[config.mk]
export PLATFORM = sky130hd
export DESIGN_NAME = pfk_sincos
export DESIGN_NICKNAME = d
export VERILOG_FILES = /design/src/rtl/pfk_pkg.sv /design/src/rtl/pfk_sincos.sv
export SDC_FILE = /design/constraint.sdc
export NUM_CORES = 2
export LEC_CHECK = 0
export BUFFER_PORTS_ARGS = -buffer_cell sky130_fd_sc_hd__buf_2
export CAP_MARGIN = 20
export CORE_UTILIZATION = 50
export DETAILED_ROUTE_END_ITERATION = 10
export PLACE_DENSITY_LB_ADDON = 0.05
export SYNTH_ARGS = -nofsm -noshare
export SYNTH_HDL_FRONTEND = slang
export SYNTH_SLANG_ARGS = --single-unit
[constraint.sdc]
create_clock -name clk -period 4.9 [get_ports clk]
set_input_delay 0.49 -clock clk [delete_from_list [all_inputs] [get_ports clk]]
set_output_delay 0.49 -clock clk [all_outputs]
set_load 0.005 [all_outputs]
[src/rtl/pfk_pkg.sv]
// Shared types, constants and arithmetic helpers for the arm forward kinematics datapath.
// Used by every module of the block except pfk_delay; depends on nothing.
package pfk_pkg;

	localparam int FRAC_BITS_DEF = 16;
	localparam int CORDIC_STEPS_DEF = 16;
	localparam int WQ = 30;
	localparam int TAB_LEN = 24;
	localparam int SQ_STEPS = 31;

	localparam int LEN_W = 20;
	localparam int LIN_W = 21;
	localparam int ANG_W = 19;
	localparam int POS_W = 23;
	localparam int ROLL_W = 19;
	localparam int PITCH_W = 18;

	typedef logic signed [31:0] trig_t;
	typedef logic signed [33:0] cw_t;
	typedef logic signed [36:0] va_t;
	typedef logic signed [35:0] ang_t;
	typedef logic signed [37:0] ow_t;
	typedef logic signed [24:0] lin_t;
	typedef logic [63:0] sq_t;

	localparam logic signed [47:0] PI_W = 48'sd3373259426;
	localparam logic signed [47:0] HALF_PI_W = 48'sd1686629713;
	localparam cw_t GAIN_W = 34'sd652032874;
	localparam sq_t SQ_FULL = 64'd1 << (2 * WQ);

	localparam ow_t POS_MAX = 38'sd2097152;
	localparam ow_t ROLL_MAX = 38'sd205887;
	localparam ow_t PITCH_MAX = 38'sd102944;

	localparam logic [1:0] OC_REGULAR = 2'd0;
	localparam logic [1:0] OC_PITCH_NEG = 2'd1;
	localparam logic [1:0] OC_PITCH_POS = 2'd2;

	typedef struct packed {
		logic [1:0] ocase;
		lin_t px;
		lin_t py;
		lin_t pz;
	} pose_t;

	typedef struct packed {
		cw_t roll_y;
		cw_t roll_x;
		cw_t pitch_y;
		cw_t yaw_y;
		cw_t yaw_x;
	} atan_in_t;

	function automatic ang_t atan_tab(input int i);
		ang_t t;
		case (i)
			0: t = 36'sd843314857;
			1: t = 36'sd497837829;
			2: t = 36'sd263043837;
			3: t = 36'sd133525159;
			4: t = 36'sd67021687;
			5: t = 36'sd33543516;
			6: t = 36'sd16775851;
			7: t = 36'sd8388437;
			8: t = 36'sd4194283;
			9: t = 36'sd2097149;
			10: t = 36'sd1048576;
			11: t = 36'sd524288;
			12: t = 36'sd262144;
			13: t = 36'sd131072;
			14: t = 36'sd65536;
			15: t = 36'sd32768;
			16: t = 36'sd16384;
			17: t = 36'sd8192;
			18: t = 36'sd4096;
			19: t = 36'sd2048;
			20: t = 36'sd1024;
			21: t = 36'sd512;
			22: t = 36'sd256;
			23: t = 36'sd128;
			default: t = '0;
		endcase
		return t;
	endfunction

	function automatic cw_t mulw(input trig_t a, input trig_t b);
		logic signed [63:0] p;
		p = 64'(a) * 64'(b);
		return 34'((p + 64'sd536870912) >>> WQ);
	endfunction

	function automatic cw_t scale_len(input logic [LEN_W-1:0] len, input trig_t v);
		logic signed [63:0] p;
		p = 64'($signed({1'b0, len})) * 64'(v);
		return 34'((p + 64'sd536870912) >>> WQ);
	endfunction

	function automatic ow_t to_out(input ow_t v, input int frac);
		return (v + (38'sd1 <<< (WQ - frac - 1))) >>> (WQ - frac);
	endfunction

	function automatic ow_t sat_sym(input ow_t v, input ow_t lim);
		ow_t r;
		if (v > lim)
			r = lim;
		else if (v < -lim)
			r = -lim;
		else
			r = v;
		return r;
	endfunction

	function automatic int pfk_latency(input int steps);
		return 1 + (steps + 2) + 4 + (SQ_STEPS + 1) + (steps + 2) + 1;
	endfunction

endpackage

[src/rtl/pfk_sincos.sv]
// Pipelined rotation-mode CORDIC: cosine and sine of a Q(FRAC_BITS) angle in Q2.30.
// Depends on pfk_pkg.
module pfk_sincos #(
	parameter int FRAC_BITS = pfk_pkg::FRAC_BITS_DEF,
	parameter int CORDIC_STEPS = pfk_pkg::CORDIC_STEPS_DEF
) (
	input logic clk,
	input logic signed [pfk_pkg::ANG_W-1:0] ang,
	output pfk_pkg::trig_t cos_o,
	output pfk_pkg::trig_t sin_o
);
	import pfk_pkg::*;

	logic signed [47:0] z_in;
	logic signed [47:0] z_sat;
	cw_t z_fold;
	logic neg_fold;

	cw_t x_st [0:CORDIC_STEPS];
	cw_t y_st [0:CORDIC_STEPS];
	cw_t z_st [0:CORDIC_STEPS];
	logic neg_st [0:CORDIC_STEPS];

	always_comb begin
		z_in = 48'(ang) <<< (WQ - FRAC_BITS);
		if (z_in > PI_W)
			z_sat = PI_W;
		else if (z_in < -PI_W)
			z_sat = -PI_W;
		else
			z_sat = z_in;
		neg_fold = 1'b0;
		z_fold = 34'(z_sat);
		if (z_sat > HALF_PI_W) begin
			z_fold = 34'(z_sat - PI_W);
			neg_fold = 1'b1;
		end else if (z_sat < -HALF_PI_W) begin
			z_fold = 34'(z_sat + PI_W);
			neg_fold = 1'b1;
		end
	end

	always_ff @(posedge clk) begin
		x_st[0] <= GAIN_W;
		y_st[0] <= '0;
		z_st[0] <= z_fold;
		neg_st[0] <= neg_fold;
	end

	for (genvar k = 0; k < CORDIC_STEPS; k++) begin : g_step
		always_ff @(posedge clk) begin
			if (z_st[k] >= 0) begin
				x_st[k+1] <= x_st[k] - (y_st[k] >>> k);
				y_st[k+1] <= y_st[k] + (x_st[k] >>> k);
				z_st[k+1] <= z_st[k] - 34'(atan_tab(k));
			end else begin
				x_st[k+1] <= x_st[k] + (y_st[k] >>> k);
				y_st[k+1] <= y_st[k] - (x_st[k] >>> k);
				z_st[k+1] <= z_st[k] + 34'(atan_tab(k));
			end
			neg_st[k+1] <= neg_st[k];
		end
	end

	always_ff @(posedge clk) begin
		cos_o <= 32'(neg_st[CORDIC_STEPS] ? -x_st[CORDIC_STEPS] : x_st[CORDIC_STEPS]);
		sin_o <= 32'(neg_st[CORDIC_STEPS] ? -y_st[CORDIC_STEPS] : y_st[CORDIC_STEPS]);
	end

endmodule

Yosys cells after proc, flatten, opt, wreduce, memory -nomap -nowiden
Memory sizes are Yosys's and may differ from the RTL's.
Cells that the tools add are included.
W data, S select, Z words.
{"block": "totals", "reg_bits": 64, "mem_bits_rw": 1751, "elab_cells": 277, "in_bits": 20, "mem_count": 4, "output_inout_bits": 64}
{"memory": "x_st", "words": 17, "width": 34, "rd": 17, "rd_clocked_by_memory_dff": 0, "write_ports": 17, "line": "pfk_sincos.sv:19", "rtl": "cw_t x_st [0:CORDIC_STEPS];"}
{"memory": "y_st", "words": 17, "width": 34, "rd": 17, "rd_clocked_by_memory_dff": 0, "write_ports": 17, "line": "pfk_sincos.sv:20", "rtl": "cw_t y_st [0:CORDIC_STEPS];"}
{"memory": "z_st", "words": 17, "width": 34, "rd": 16, "rd_clocked_by_memory_dff": 0, "write_ports": 17, "line": "pfk_sincos.sv:21", "rtl": "cw_t z_st [0:CORDIC_STEPS];"}
{"memory": "neg_st", "words": 17, "width": 1, "rd": 17, "rd_clocked_by_memory_dff": 0, "write_ports": 17, "line": "pfk_sincos.sv:22", "rtl": "logic neg_st [0:CORDIC_STEPS];"}
{"block": "op_classes", "n_addsub": 99, "n_bitwise": 48, "n_lt_le_gt_ge": 20, "mux": 104}
{"op": "$mux W34", "n": 50}
{"op": "$ge A34 B1 Y1 const B", "n": 16}
{"op": "$mux W48", "n": 2}
{"op": "$add A34 B19 Y34", "n": 2}
{"op": "$add A34 B20 Y34", "n": 2}
{"op": "$add A34 B21 Y34", "n": 2}
{"op": "$add A34 B22 Y34", "n": 2}
{"op": "$add A34 B22 Y34 const B", "n": 2}
{"op": "$add A34 B23 Y34", "n": 2}
{"op": "$add A34 B24 Y34", "n": 2}
{"op": "$add A34 B25 Y34", "n": 2}
{"op": "$add A34 B26 Y34", "n": 2}
{"op": "$add A34 B27 Y34", "n": 2}
{"op": "$add A34 B28 Y34", "n": 2}
{"op": "$add A34 B29 Y34", "n": 2}
{"op": "$add A34 B30 Y34", "n": 2}
{"op": "$add A34 B31 Y34", "n": 2}
{"op": "$add A34 B32 Y34", "n": 2}
{"op": "$add A34 B33 Y34", "n": 2}
{"op": "$sub A34 B19 Y34", "n": 2}
{"op": "$sub A34 B20 Y34", "n": 2}
{"op": "$sub A34 B21 Y34", "n": 2}
{"op": "$sub A34 B22 Y34", "n": 2}
{"op": "$sub A34 B22 Y34 const B", "n": 2}
{"op": "51 further kinds", "n": 161}

Longest topological paths before layout
{"block": "depth", "ltp_word": 6, "depth_mapped": 24, "depth_no_buf": 23}

Least setup slack after synthesis
OpenSTA, ideal clock, no wires.
{"block": "synth_timing", "path_kind": "register to register", "from": "memory z_st[4][33] (netlist name)", "to": "memory x_st[5][23] (netlist name)", "synth_period_minus_slack_ns": 5.111, "path_stages_with_launch": 23, "setup_time_ns": 0.134, "path_buffers": 2, "setup_slack_ns": -0.211, "arrival_time_ns": 4.977, "t_required_ns": 4.766, "path_cell_list": "dfxtp_1 > inv_1 > ha_1 > nor4b_1 > nand4_1 > nor2_1 > nor2_1 > inv_1 > clkbuf_1 > clkbuf_1 > mux2i_1 > ha_1 > nor2b_1 > o21ai_0 > a21o_1 > a21o_1 > nand3_1 > o311a_1 > a21oi_1 > o21bai_1 > a2111oi_0 > nor4b_1 > or4_1"}
{"element": "start, declared", "line": "pfk_sincos.sv:21"}
{"element": "end, declared", "line": "pfk_sincos.sv:19"}

==> out/results.tsv <==
metric	value	unit
amount of wire on met2 after detailed routing	138.6	mm
critical path start-end classification	reg -> reg	
fraction of synthesized cell area taken by the top area cell type	27.77	%
max-slew violation count	0	
number of instances in the synthesized netlist	12530	
Warnings, synthesis	0	
Total Die Area	216100	um^2
cells traversed along the worst timing path	or4_4 -> or4_4 -> nand2b_4 -> or4_4 -> o31ai_4 -> xor2_1 -> ha_1 -> a21o_1 -> a21o_1 -> a21o_1 -> a21o_1 -> a21o_1 -> a221oi_4 -> o21ai_2 -> or4_4 -> a31o_4 -> a21oi_2 -> xnor2_1	
class of the tightest hold or removal check	in -> reg	
GR Overflow Total	0	
Die Wd	464.9	um
drc violations	0	
Port Buf Inserts	83	
share of async-settable or async-resettable flops after synthesis	0	%
number of distinct library cells after synthesis	92	
RD Place Congestion	0.9203	
clock transition at the registers of the reported paths	0.06	ns
Max-Cap Viols	0	
normalized max-slew margin	36.24	%
fin crit share	100.9	%
Placeable Area	212500	um^2
min Tclk post-route	4.942	ns
number of inserted filler cells in the final layout	19380	
via-per-instance ratio	5.744	
cell accounting for the most synthesized area	sky130_fd_sc_hd__dfxtp_1	
effective utilization at floorplan	50.41	%
overall via count from detail_route	92640	
remaining antenna violation count after routing	0	
Core Rows	169	
kind of end point of the critical path	register	
number of primary I/O pins	84	
Detailed Place HPWL	242.2	mm
average footprint of a synthesized cell	8.549	um^2
clock sink total	1486	
endpoint arrival time on the critical path	5.68	ns
Bufs and invs on worst path	0	
register bit count reported by yosys	1486	
TritonCTS buffer count	171	
Synth Cell Area	107100	um^2
initial antenna violation count	5	
Setup-failing EPs final	1	
Max H-tree Level	4	
die height	464.9	um
metal1 wirelength	141.3	mm
net total in the final layout	14560	
CP delay by family, top	simple AND/OR/NAND/NOR gates	
leading register cell type out of synthesis	sky130_fd_sc_hd__dfxtp_1	
Clock Latency Late Sink	0.82	ns
number of global-route vias before repair	88310	
CP Data Required Time	5.64	ns
overall fraction of global-route tracks in use	26.69	%
synthesized net count	13940	
worst-path cell with the longest stage delay	sky130_fd_sc_hd__or4_4	
clock skew after layout	0.01984	ns
largest stage delay on the critical path	0.54	ns
violation count after the first detailed-route iteration	5443	
worst slew pin tran	0.9490	ns
largest net degree at the start of global routing	64	
layout overhead on the synthesized area	13.87	%
uppermost layer routed	met4	
Achievable Freq	202.3	MHz
slack of the worst reg-to-reg path	-0.04	ns
routed wire length per instance	18.50	um
DR pass1 iterations	6	
critical path's most frequent cell	sky130_fd_sc_hd__a21o_1	
proportion of layout cells with a drive suffix above 1	9.823	%
failing checks	negative setup slack	
clock tree from TritonCTS	built	
register area share after synthesis	27.77	%
RSZ-0062 raised after global routing	yes	
final worst-path setup slack	-0.04207	ns
critical path startpoint category	register	
total met3 wirelength after detailed routing	11.51	mm
largest driver fanout on the critical path	3	
worst-case clock buffer depth	3	
top post-synthesis cells by area	sky130_fd_sc_hd__dfxtp_1 28%, sky130_fd_sc_hd__ha_1 16%, sky130_fd_sc_hd__xnor2_1 10%, sky130_fd_sc_hd__xor2_1 4.7%, sky130_fd_sc_hd__a21oi_1 4.6%	
final wirelength	298.5	mm
EDFF count, synth	0	
CTS Root Cell	sky130_fd_sc_hd__clkbuf_16	
wire length of the first global-routing pass	471.4	mm
status	finished with violations	
count of endpoints failing hold in the final timing report	0	
pre-CTS setup slack	-0.3434	ns
## worst register-to-register path, stage by stage (launching register included)
cell and delay (ns):
sky130_fd_sc_hd__dfxtp_2 0.31, sky130_fd_sc_hd__or4_4 0.54, sky130_fd_sc_hd__or4_4 0.51, sky130_fd_sc_hd__nand2b_4 0.16, sky130_fd_sc_hd__or4_4 0.44, sky130_fd_sc_hd__o31ai_4 0.20
sky130_fd_sc_hd__xor2_1 0.18, sky130_fd_sc_hd__ha_1 0.26, sky130_fd_sc_hd__a21o_1 0.18, sky130_fd_sc_hd__a21o_1 0.17, sky130_fd_sc_hd__a21o_1 0.17, sky130_fd_sc_hd__a21o_1 0.17
sky130_fd_sc_hd__a21o_1 0.21, sky130_fd_sc_hd__a221oi_4 0.34, sky130_fd_sc_hd__o21ai_2 0.09, sky130_fd_sc_hd__or4_4 0.43, sky130_fd_sc_hd__a31o_4 0.25, sky130_fd_sc_hd__a21oi_2 0.14
sky130_fd_sc_hd__xnor2_1 0.12
## worst paths after layout
| kind | from | endpoint | depth (start not counted) |
|---|---|---|---|
| worst max register to register | y_st[8][14] | x_st[9][32] | 18 |
| worst min-delay path | ang[8] | z_st[0][22] | 3 |
| worst min register to register | neg_st[0][0] | neg_st[0][1] | 0 |
| worst max-delay path | y_st[8][14] | x_st[9][32] | 18 |
## what timing repair did
item / in CTS / in global routing
hold buffers: 10 / 0
resized for setup: 42 / 248
hold endpoints to repair: 8 / 0
setup endpoints to repair: 28 / 145
pin swaps: 11 / 77
setup buffers: 4 / 22
## cell usage in the layout, fill, tap and decap left out, types with 32 or more instances in the layout
cell type                   count
sky130_fd_sc_hd__nand2b_1     243
sky130_fd_sc_hd__mux2i_1       49
sky130_fd_sc_hd__o21ai_0      716
sky130_fd_sc_hd__o41ai_2       35
sky130_fd_sc_hd__o211ai_1      67
sky130_fd_sc_hd__nor2_1       958
sky130_fd_sc_hd__a21oi_1      963
sky130_fd_sc_hd__buf_4        526
sky130_fd_sc_hd__and2_1        68
sky130_fd_sc_hd__a21o_1       479
sky130_fd_sc_hd__or3_1        157
sky130_fd_sc_hd__buf_2         83
sky130_fd_sc_hd__nand2_1      729
sky130_fd_sc_hd__clkbuf_16    171
sky130_fd_sc_hd__xnor2_1     1231
sky130_fd_sc_hd__a31o_2        46
sky130_fd_sc_hd__nor4_1        80
sky130_fd_sc_hd__o41ai_1       93
sky130_fd_sc_hd__o21ai_1       37
sky130_fd_sc_hd__or4_1         73
sky130_fd_sc_hd__o21bai_1     152
sky130_fd_sc_hd__fa_1          39
sky130_fd_sc_hd__nand4_1      105
sky130_fd_sc_hd__and3_1       107
sky130_fd_sc_hd__inv_1        496
sky130_fd_sc_hd__dfxtp_1     1477
sky130_fd_sc_hd__or2_2         79
sky130_fd_sc_hd__xor2_1       573
sky130_fd_sc_hd__o31ai_1      197
sky130_fd_sc_hd__a211oi_1     100
sky130_fd_sc_hd__a31oi_1       71
sky130_fd_sc_hd__o21a_1       196
sky130_fd_sc_hd__nor3b_1       32
sky130_fd_sc_hd__a21boi_0      42
sky130_fd_sc_hd__nor3_1       316
sky130_fd_sc_hd__ha_1        1341
sky130_fd_sc_hd__a211o_1       40
sky130_fd_sc_hd__nand3_1      216
sky130_fd_sc_hd__nor2b_1      185
## cell usage after synthesis, types with 25 or more instances
master	n
sky130_fd_sc_hd__nand2b_1	245
sky130_fd_sc_hd__fa_1	39
sky130_fd_sc_hd__clkbuf_1	166
sky130_fd_sc_hd__a21oi_1	979
sky130_fd_sc_hd__inv_1	498
sky130_fd_sc_hd__a31o_2	47
sky130_fd_sc_hd__a211o_1	40
sky130_fd_sc_hd__o211ai_1	67
sky130_fd_sc_hd__ha_1	1346
sky130_fd_sc_hd__or4_1	80
sky130_fd_sc_hd__and3_1	107
sky130_fd_sc_hd__nor2b_1	186
sky130_fd_sc_hd__nor3b_1	34
sky130_fd_sc_hd__xor2_1	577
sky130_fd_sc_hd__o21ai_0	757
sky130_fd_sc_hd__nand2_1	731
sky130_fd_sc_hd__nand3_1	216
sky130_fd_sc_hd__a2111oi_0	27
sky130_fd_sc_hd__dfxtp_1	1486
sky130_fd_sc_hd__o41ai_1	129
sky130_fd_sc_hd__a21boi_0	46
sky130_fd_sc_hd__nor2_1	971
sky130_fd_sc_hd__mux2i_1	51
sky130_fd_sc_hd__o31ai_1	223
sky130_fd_sc_hd__o21bai_1	153
sky130_fd_sc_hd__or3_1	173
sky130_fd_sc_hd__a211oi_1	115
sky130_fd_sc_hd__a21o_1	479
sky130_fd_sc_hd__nand4_1	105
sky130_fd_sc_hd__o21a_1	196
sky130_fd_sc_hd__nor3_1	321
sky130_fd_sc_hd__and2_1	69
sky130_fd_sc_hd__a221oi_1	31
sky130_fd_sc_hd__or2_2	80
sky130_fd_sc_hd__a31oi_1	75
sky130_fd_sc_hd__nor4_1	88
sky130_fd_sc_hd__o31a_1	25
sky130_fd_sc_hd__xnor2_1	1234
## routing by layer
metal  track usage, %  vias up
li1                 -    46680
met1            36.05    43890
met2            45.05     1689
met3            2.694      389
met4            7.054        0
met5                0        -
## cells by family after synthesis
logic type               Yosys count  synth area share (%)
buffers and inverters            687                 2.410
XOR/XNOR                        1812                 14.82
flip-flops                      1486                 27.77
adder cells (fa/ha/maj)         1385                 16.45
multiplexers                      53                0.4976
AO/OA/AOI/OAI                   3627                 22.00
AND/OR/NAND/NOR                 3480                 16.05
## state kept, by name, summed over array words and instances (netlist names)
name	flops
x_st	482
z_st	414
y_st	509
neg_st	17
sin_o	32
cos_o	32
## metrics by stage
step | area (um^2) | hold slack (ns) | setup TNS (ns) | util [%] | cells
after floorplan | 107100 | 0.3096 | 0 | - | 12530
after global placement | 114400 | 0.3098 | -2.026 | 53.82 | 15760
after detailed placement | 114400 | 0.3121 | -2.222 | 53.82 | 15760
after CTS | 120700 | 0.04126 | -0.08681 | 56.77 | 16100
after global routing | 122000 | 0.07947 | -1.256 | 57.39 | 16130
final | 122000 | 0.1108 | -0.04207 | 57.40 | 16130
## final cells by class
| class | count | area, um^2 | area share [%] |
|---|---|---|---|
| well taps | 2821 | 3530 | 2.894 |
| flip-flops and latches | 1486 | 29760 | 24.40 |
| multi-input cells | 10360 | 76100 | 62.39 |
| clock inverters | 91 | 1162 | 0.9530 |
| repair buffers | 633 | 4693 | 3.848 |
| clock buffers | 227 | 4800 | 3.935 |
| diodes | 13 | 32.53 | 0.02667 |
| inverters | 502 | 1891 | 1.550 |
Power is left out: the tool's default activity adds up to more than one toggle a clock period on the data nets, which glitch-free logic cannot reach.
